[src/design/asl_pkg.sv]
// Shared constants, types and ALU codes for the advection step limit block.
// No dependencies.
package asl_pkg;

   localparam int DIM       = 3;
   localparam int FRAC_BITS = 16;
   localparam int DATA_W    = 32;
   localparam int SQ_W      = 64;
   // trial subtract width: root remainder plus two fresh bits
   localparam int SUB_W     = DATA_W + 3;
   // dividend: radius doubled, shifted up by the fraction
   localparam int NUM_W     = DATA_W + 1 + FRAC_BITS;
   localparam int CNT_W     = $clog2((NUM_W > DATA_W) ? NUM_W : DATA_W);
   localparam int IDX_W     = 2;

   localparam logic [DATA_W-1:0] STEP_MAX = '1;

   typedef enum logic {
      ALU_SQUARE,
      ALU_TRY_SUB
   } asl_op_type;

   typedef struct packed {
      asl_op_type        op;
      logic [DATA_W-1:0] comp;
      logic [SUB_W-1:0]  a;
      logic [SUB_W-1:0]  b;
   } asl_alu_req_type;

   typedef struct packed {
      logic            ge;
      logic [SQ_W-1:0] value;
   } asl_alu_rsp_type;

endpackage

[src/design/asl_alu.sv]
// Shared arithmetic unit: magnitude square, or trial subtract with compare.
// Depends on asl_pkg.
module asl_alu
   import asl_pkg::*;
(
   input  asl_alu_req_type alu_req,
   output asl_alu_rsp_type alu_rsp
);

   logic [DATA_W-1:0] mag;
   logic [SUB_W:0]    diff_wide;

   always_comb begin
      mag       = alu_req.comp[DATA_W-1] ? (~alu_req.comp + 1'b1) : alu_req.comp;
      diff_wide = {1'b0, alu_req.a} - {1'b0, alu_req.b};
      alu_rsp   = '0;
      case (alu_req.op)
         ALU_SQUARE: begin
            alu_rsp.value = SQ_W'(mag) * SQ_W'(mag);
         end
         ALU_TRY_SUB: begin
            // no borrow means a >= b
            alu_rsp.ge    = ~diff_wide[SUB_W];
            alu_rsp.value = SQ_W'(diff_wide[SUB_W-1:0]);
         end
         default: begin
            alu_rsp = '0;
         end
      endcase
   end

endmodule

[src/design/advection_step_limit_min_top.sv]
// An element with zero peak speed skips the division and goes straight to the result.
// One element at a time: req_stall is high while an element is in work.
// All squares, root bits and quotient bits go through the single shared ALU.
// Reset (synchronous, active high): sequencer idle, no result beat, running minimum empty.
module advection_step_limit_min_top
   import asl_pkg::*;
(
   input  logic                     clock,
   input  logic                     reset,
   input  logic                     req_valid,
   output logic                     req_stall,
   input  logic signed [DATA_W-1:0] req_node_vel_x,
   input  logic signed [DATA_W-1:0] req_node_vel_y,
   input  logic signed [DATA_W-1:0] req_node_vel_z,
   input  logic signed [DATA_W-1:0] req_elem_vel_x,
   input  logic signed [DATA_W-1:0] req_elem_vel_y,
   input  logic signed [DATA_W-1:0] req_elem_vel_z,
   input  logic        [DATA_W-1:0] req_inner_radius,
   output logic                     rsp_valid,
   input  logic                     rsp_stall,
   output logic        [DATA_W-1:0] rsp_element_step,
   output logic        [DATA_W-1:0] rsp_min_step,
   output logic                     rsp_min_is_zero
);

   // Sequence per element:
   //   square and accumulate the node components, 32 root steps,
   //   the same for the element vector, then, unless the peak speed is zero, NUM_W restoring division steps.
   typedef enum logic [2:0] {
      ST_IDLE,
      ST_SQ_MUL,
      ST_SQ_ACC,
      ST_ROOT,
      ST_DIV,
      ST_DONE
   } state_type;

   state_type          state_ff,      state_in;
   logic [IDX_W-1:0]   idx_ff,        idx_in;
   logic               vec_ff,        vec_in;       // 0 node vector, 1 element vector
   logic [CNT_W-1:0]   cnt_ff,        cnt_in;
   logic [DATA_W-1:0]  node_ff [3];
   logic [DATA_W-1:0]  node_in [3];
   logic [DATA_W-1:0]  elem_ff [3];
   logic [DATA_W-1:0]  elem_in [3];
   logic [DATA_W-1:0]  radius_ff,     radius_in;
   logic [SQ_W-1:0]    prod_ff,       prod_in;
   logic [SQ_W-1:0]    acc_ff,        acc_in;       // sum of squares, then root operand
   logic [SUB_W-1:0]   rem_ff,        rem_in;       // root or division remainder
   logic [DATA_W-1:0]  root_ff,       root_in;
   logic [DATA_W-1:0]  node_len_ff,   node_len_in;
   logic [DATA_W-1:0]  speed_ff,      speed_in;
   logic               zero_speed_ff, zero_speed_in;
   logic [NUM_W-1:0]   num_ff,        num_in;
   logic [NUM_W-1:0]   quo_ff,        quo_in;
   logic [DATA_W-1:0]  min_ff,        min_in;
   logic               seen_ff,       seen_in;
   logic               rsp_valid_ff,  rsp_valid_in;
   logic [DATA_W-1:0]  rsp_step_ff,   rsp_step_in;
   logic [DATA_W-1:0]  rsp_min_ff,    rsp_min_in;
   logic               rsp_zero_ff,   rsp_zero_in;

   asl_alu_req_type    alu_req;
   asl_alu_rsp_type    alu_rsp;

   logic [DATA_W-1:0]  sel_comp;
   logic [SUB_W-1:0]   root_rem_sh;
   logic [DATA_W:0]    div_rem_sh;
   logic [DATA_W-1:0]  root_next;
   logic [DATA_W-1:0]  peak;
   logic [DATA_W-1:0]  step;
   logic [DATA_W-1:0]  new_min;

   // ---------------------------------------------------------------------------------------
   // Operand selection for the shared unit
   // ---------------------------------------------------------------------------------------
   always_comb begin
      sel_comp    = vec_ff ? elem_ff[idx_ff] : node_ff[idx_ff];
      // root remainder stays below 2^33, so its low 33 bits carry it all
      root_rem_sh = {rem_ff[DATA_W:0], acc_ff[SQ_W-1 -: 2]};
      // division remainder stays below the divisor
      div_rem_sh  = {rem_ff[DATA_W-1:0], num_ff[NUM_W-1]};

      alu_req.op   = (state_ff == ST_SQ_MUL) ? ALU_SQUARE : ALU_TRY_SUB;
      alu_req.comp = sel_comp;
      if (state_ff == ST_DIV) begin
         alu_req.a = SUB_W'(div_rem_sh);
         alu_req.b = SUB_W'(speed_ff);
      end else begin
         alu_req.a = root_rem_sh;
         alu_req.b = {1'b0, root_ff, 2'b01};
      end
   end

   asl_alu u_alu (
      .alu_req (alu_req),
      .alu_rsp (alu_rsp)
   );

   // ---------------------------------------------------------------------------------------
   // Step result, saturated, and running minimum
   // ---------------------------------------------------------------------------------------
   always_comb begin
      root_next = {root_ff[DATA_W-2:0], alu_rsp.ge};
      peak      = (node_len_ff >= root_next) ? node_len_ff : root_next;

      if (zero_speed_ff) begin
         step = (radius_ff == '0) ? '0 : STEP_MAX;
      end else if (|quo_ff[NUM_W-1:DATA_W]) begin
         step = STEP_MAX;
      end else begin
         step = quo_ff[DATA_W-1:0];
      end

      new_min = (!seen_ff || (step < min_ff)) ? step : min_ff;
   end

   // ---------------------------------------------------------------------------------------
   // Sequencer
   // ---------------------------------------------------------------------------------------
   always_comb begin
      state_in      = state_ff;
      idx_in        = idx_ff;
      vec_in        = vec_ff;
      cnt_in        = cnt_ff;
      node_in       = node_ff;
      elem_in       = elem_ff;
      radius_in     = radius_ff;
      prod_in       = prod_ff;
      acc_in        = acc_ff;
      rem_in        = rem_ff;
      root_in       = root_ff;
      node_len_in   = node_len_ff;
      speed_in      = speed_ff;
      zero_speed_in = zero_speed_ff;
      num_in        = num_ff;
      quo_in        = quo_ff;
      min_in        = min_ff;
      seen_in       = seen_ff;
      rsp_valid_in  = rsp_valid_ff;
      rsp_step_in   = rsp_step_ff;
      rsp_min_in    = rsp_min_ff;
      rsp_zero_in   = rsp_zero_ff;

      // result beat taken downstream
      if (rsp_valid_ff && !rsp_stall) begin
         rsp_valid_in = 1'b0;
      end

      unique case (state_ff)
         ST_IDLE: begin
            if (req_valid) begin
               node_in   = '{req_node_vel_x, req_node_vel_y, req_node_vel_z};
               elem_in   = '{req_elem_vel_x, req_elem_vel_y, req_elem_vel_z};
               radius_in = req_inner_radius;
               idx_in    = '0;
               vec_in    = 1'b0;
               acc_in    = '0;
               state_in  = ST_SQ_MUL;
            end
         end
         ST_SQ_MUL: begin
            prod_in  = alu_rsp.value;
            state_in = ST_SQ_ACC;
         end
         ST_SQ_ACC: begin
            acc_in = acc_ff + prod_ff;
            if (idx_ff == IDX_W'(DIM - 1)) begin
               rem_in   = '0;
               root_in  = '0;
               cnt_in   = CNT_W'(DATA_W - 1);
               state_in = ST_ROOT;
            end else begin
               idx_in   = idx_ff + 1'b1;
               state_in = ST_SQ_MUL;
            end
         end
         ST_ROOT: begin
            acc_in  = acc_ff << 2;
            rem_in  = alu_rsp.ge ? alu_rsp.value[SUB_W-1:0] : root_rem_sh;
            root_in = root_next;
            if (cnt_ff == '0) begin
               if (!vec_ff) begin
                  node_len_in = root_next;
                  vec_in      = 1'b1;
                  idx_in      = '0;
                  acc_in      = '0;
                  state_in    = ST_SQ_MUL;
               end else begin
                  speed_in = peak;
                  if (peak == '0) begin
                     zero_speed_in = 1'b1;
                     state_in      = ST_DONE;
                  end else begin
                     zero_speed_in = 1'b0;
                     rem_in        = '0;
                     num_in        = {radius_ff, 1'b0, {FRAC_BITS{1'b0}}};
                     quo_in        = '0;
                     cnt_in        = CNT_W'(NUM_W - 1);
                     state_in      = ST_DIV;
                  end
               end
            end else begin
               cnt_in = cnt_ff - 1'b1;
            end
         end
         ST_DIV: begin
            rem_in = alu_rsp.ge ? alu_rsp.value[SUB_W-1:0] : SUB_W'(div_rem_sh);
            quo_in = {quo_ff[NUM_W-2:0], alu_rsp.ge};
            num_in = num_ff << 1;
            if (cnt_ff == '0) begin
               state_in = ST_DONE;
            end else begin
               cnt_in = cnt_ff - 1'b1;
            end
         end
         ST_DONE: begin
            // output register free or emptying this cycle
            if (!rsp_valid_ff || !rsp_stall) begin
               min_in       = new_min;
               seen_in      = 1'b1;
               rsp_valid_in = 1'b1;
               rsp_step_in  = step;
               rsp_min_in   = new_min;
               rsp_zero_in  = (new_min == '0);
               state_in     = ST_IDLE;
            end
         end
         default: begin
            state_in = ST_IDLE;
         end
      endcase
   end

   always_ff @(posedge clock) begin
      if (reset) begin
         state_ff     <= ST_IDLE;
         seen_ff      <= 1'b0;
         min_ff       <= '0;
         rsp_valid_ff <= 1'b0;
      end else begin
         state_ff     <= state_in;
         seen_ff      <= seen_in;
         min_ff       <= min_in;
         rsp_valid_ff <= rsp_valid_in;
      end
      idx_ff        <= idx_in;
      vec_ff        <= vec_in;
      cnt_ff        <= cnt_in;
      node_ff       <= node_in;
      elem_ff       <= elem_in;
      radius_ff     <= radius_in;
      prod_ff       <= prod_in;
      acc_ff        <= acc_in;
      rem_ff        <= rem_in;
      root_ff       <= root_in;
      node_len_ff   <= node_len_in;
      speed_ff      <= speed_in;
      zero_speed_ff <= zero_speed_in;
      num_ff        <= num_in;
      quo_ff        <= quo_in;
      rsp_step_ff   <= rsp_step_in;
      rsp_min_ff    <= rsp_min_in;
      rsp_zero_ff   <= rsp_zero_in;
   end

   // busy from the accepting edge until the sequencer is idle again
   assign req_stall        = (state_ff != ST_IDLE);
   assign rsp_valid        = rsp_valid_ff;
   assign rsp_element_step = rsp_step_ff;
   assign rsp_min_step     = rsp_min_ff;
   assign rsp_min_is_zero  = rsp_zero_ff;

endmodule

[config.mk]
export PLATFORM = sky130hd
export DESIGN_NAME = advection_step_limit_min_top
export DESIGN_NICKNAME = d
export VERILOG_FILES = /design/src/design/asl_pkg.sv /design/src/design/asl_alu.sv /design/src/design/advection_step_limit_min_top.sv
export SDC_FILE = /design/constraint.sdc
export NUM_CORES = 2
export LEC_CHECK = 0
export ABC_AREA = 1
export BUFFER_PORTS_ARGS = -buffer_cell sky130_fd_sc_hd__clkbuf_2
export CAP_MARGIN = 20
export CELL_PAD_IN_SITES_DETAIL_PLACEMENT = 1
export CELL_PAD_IN_SITES_GLOBAL_PLACEMENT = 2
export CORE_MARGIN = 10
export CORE_UTILIZATION = 41
export CTS_BUF_LIST = sky130_fd_sc_hd__clkbuf_8
export DETAILED_ROUTE_END_ITERATION = 6
export GPL_ROUTABILITY_DRIVEN = 0
export GPL_TIMING_DRIVEN = 1
export PLACE_DENSITY = 0.84
export REMOVE_ABC_BUFFERS = 1
export SYNTH_ARGS = -nofsm -noshare
export SYNTH_HDL_FRONTEND = slang
export SYNTH_SLANG_ARGS = --single-unit
[constraint.sdc]
create_clock -name clock -period 14.16 [get_ports clock]
set_input_delay 2.124 -clock clock [delete_from_list [all_inputs] [get_ports clock]]
set_output_delay 2.124 -clock clock [all_outputs]
set_load 0.1 [all_outputs]
==> metrics list <==
- Global routing finished with a remaining overflow of 0.
* Average instance area after synthesis: 8.93 um^2
* Starting DRT DRC Count: 3256
- Hold repair after CTS inserted 0 buffers.
- Final cell count without fillers: 9698
- Measured along the y axis, the die boundary spans 418 um.
- Placed Cells incl. Taps: 9472
- Among the stages of the critical path, the cell type that occurs most often is fa_1.
- Setup slack on the worst reg-to-reg path comes out at 2.22 ns.
- Number of cells on the worst reg-to-reg path: 41
- Top cells by area, synth: edfxtp_1 30%, fa_1 25%, inv_1 9.0%
- In this run, distinct cell masters in the synthesized netlist total 66.
* Largest clock skew in the final design: 0.0632 ns
* Worst-path fanout max: 61
- After clock tree synthesis, the clock-pin slew on the worst setup and hold paths is 0.07 ns.
- The first TritonRoute pass finished after 6 iterations.
- Insertion delay to the later sink of the worst-skew pair: 0.88 ns
* Main combinational cell family by area after synthesis: adder cells
* Place WS: 2.39 ns
- The slowest stage of the critical path belongs to the cell o21ai_0.
- Critical path capture point type: flip-flop
- Final Slew Violations: 0
- Worst reg2reg startpoint: vec_ff
- Max Clk Rate: 83.8 MHz
* Wire length of the first global-routing pass: 330 mm
* Post-DR vias/cell: 5.22
- Clock tree root driver cell: clkbuf_8
- Library cell with the largest summed area after synthesis: edfxtp_1
- Destination of the critical timing path: prod_ff[55]
- Area of the die: 174000 um^2
- Area share of xor/xnor cells in the synthesized design: 1.02%
- Initial standard-cell utilization of the core: 41.4%
* Syn. warnings: 0
* Most frequently used cell type in the post-synthesis netlist: inv_1
- Combined area of all synthesized cells: 64800 um^2
- Global-route usage over all layers: 24.1%
- Summing the areas of all and, or, nand and nor instances in the mapped netlist gives 15.0% of the synthesized area.
* WP data arrival: 12.52 ns
* Beginning of the critical path: vec_ff
- The worst setup path is launched from a flip-flop.
- Die width: 418 um
* Sum of net half-perimeters after detailed placement: 167 mm
- In the routed design, unresolved DRC markers number 0.
- For the pin with the worst max-slew slack, the measured transition is 1.11 ns.
- Maximum number of pins on one net before global-route repair: 182
- The number of global-route vias before repair is 56739.
* Area fraction in compound gates after synthesis: 9.16%
- CTS saw 674 sinks.
- The post-route netlist has 8.81% of its cells at a drive strength greater than 1.
- Max-cap check violation count: 0
- Number of nets in the layout: 9005
- Core Footprint: 157000 um^2
* Number of antenna violations at the first check in global routing: 5
- In this run the count of I/O pins placed on the die edge is 295.
* Synthesized instance count: 7255
- Post-synthesis to final-layout area growth: 9.64%
- Across all hold checks on the routed design, the worst slack comes to 0.448 ns.
* Portion of the post-synthesis area used by sequential elements: 30.7%
* Setup repair after global routing missed its margin: no
- After clock tree synthesis, the setup repair step added 0 buffers.
- The flow ran to the end, and the final reports show no timing, DRC or antenna violations.
- Final period utilization: 84.3%
- Main flop type after synthesis: edfxtp_1
- Flip-flop and latch count after synthesis: 674
* Via total after detailed routing: 50624
* Synth Area in Adders: 33.3%
- The worst pin sits at a relative slew slack of 26.2%.
* Critical path class: flip-flop to flip-flop
* Port Buffer Count: 294
- Count of flip-flops with a built-in enable after synthesis: 637
- Endpoint of the lowest-slack register-to-register path: prod_ff[55]
- Number of clock buffers inserted by TritonCTS: 119
- For this run, the slowest stage of the critical path takes 0.67 ns.
- Summed over all layers, the routed wires come to 211 mm.
* Endpoint required time on the critical path: 14.75 ns
- In the final timing run, aggregate negative setup slack is 0 ns.
- Worst Hold Class: flip-flop to flip-flop
- In this run the remaining antenna-violating nets after routing total 0.
- Wire length per cell: 21.7 um
- Row cnt: 145
- Commonest cells in the synthesized netlist: 1557 x inv_1, 1085 x nand2_1, 929 x nor2_1
- In the synthesized netlist, mux cells make up 0.0483% of the area.
- CTS H-Tree Depth: 3
- Maximum clock path buffer count: 3
* Final-report setup violation count: 0
* Min setup slack post-route: 2.22 ns
- For the finished layout, the period the worst path requires is 11.94 ns.
- Post-CTS repair changed the size of 0 cells.
- Area share of the largest cell type after synthesis: 29.5%
- Final Hold Vio Count: 0
- Clock tree from TritonCTS: yes
* Async SR Flop Fraction: 0%
## cell type report
class | count | area [um^2]
well taps | 2058 | 2570
fillers | 18422 | 85500
flip-flops and latches | 674 | 19900
clock inverters | 102 | 862
inverters | 1584 | 5950
repair buffers | 356 | 2000
multi-input cells | 4801 | 38100
clock buffers | 119 | 1640
diodes | 4 | 10.0
## flip-flops by register name, indices dropped and copies added, names as in the netlist, 32 cells and up
name	cells
num_ff	32
rsp_min_step	32
acc_ff	64
speed_ff	32
radius_ff	32
node_ff	96
node_len_ff	32
root_ff	32
prod_ff	64
rem_ff	33
min_ff	32
quo_ff	49
rsp_element_step	32
elem_ff	96
## cell families after synthesis
group	Yosys count
adder cells (fa/ha/maj)	1241
other	2
AO/OA/AOI/OAI	1063
XOR/XNOR	74
AND/OR/NAND/NOR	2393
flip-flops	674
multiplexers	3
buffers and inverters	1805
## routing by layer
metal  part of all wire [%]  vias to the layer above  GRT usage (%)  wire length [um]
met5                 0.0033                        -              0                 7
li1                       -                    23405              -                 -
met4                    4.0                        2           8.56              8510
met2                     49                     1269           42.1            102000
met1                     42                    25564           30.5             89500
met3                    4.9                      384           3.41             10400
## cells in the final DEF, fill, tap and decap left out, types with 37 or more instances in the layout
cell type	synthesis	final
nor2_1	929	921
dfxtp_1	37	37
or2_2	48	48
clkbuf_2	0	294
clkbuf_8	0	119
edfxtp_1	637	637
a31oi_1	76	76
ha_1	435	435
xor2_1	40	40
inv_1	1557	1592
o21ai_0	419	419
a21oi_1	354	354
buf_4	7	58
fa_1	806	806
nor3_1	63	61
nand3_1	148	148
nand2_1	1085	1084
## stage by stage
step / utilization [%] / area [um^2]
floorplan: - / 63800
CTS: 45.3 / 71000
detailed placement: 43.8 / 68500
global route: 45.4 / 71000
global placement: 43.7 / 68400
finish: 45.4 / 71000
## how the worst min path moves through the flow
stage / start / endpoint / slack (ns) / depth (start not counted)
floorplan: root_ff[9] / node_len_ff[10] / 0.44 / 0
global placement: root_ff[19] / node_len_ff[20] / 0.45 / 0
detailed placement: root_ff[24] / node_len_ff[25] / 0.46 / 0
CTS: root_ff[20] / node_len_ff[21] / 0.44 / 0
global route: root_ff[20] / node_len_ff[21] / 0.46 / 0
finish: root_ff[20] / node_len_ff[21] / 0.45 / 0
## worst max-delay path, delay by kind of cell (launching register included)
kind | cells | cell delay [ns]
buf+inv | 8 | 2.10
flops | 1 | 0.32
fa+ha+maj | 10 | 4.60
compound gates | 7 | 1.90
simple gates | 16 | 2.70
Power is left out: the tool's default activity adds up to more than one toggle a clock period on the data nets, which glitch-free logic cannot reach.
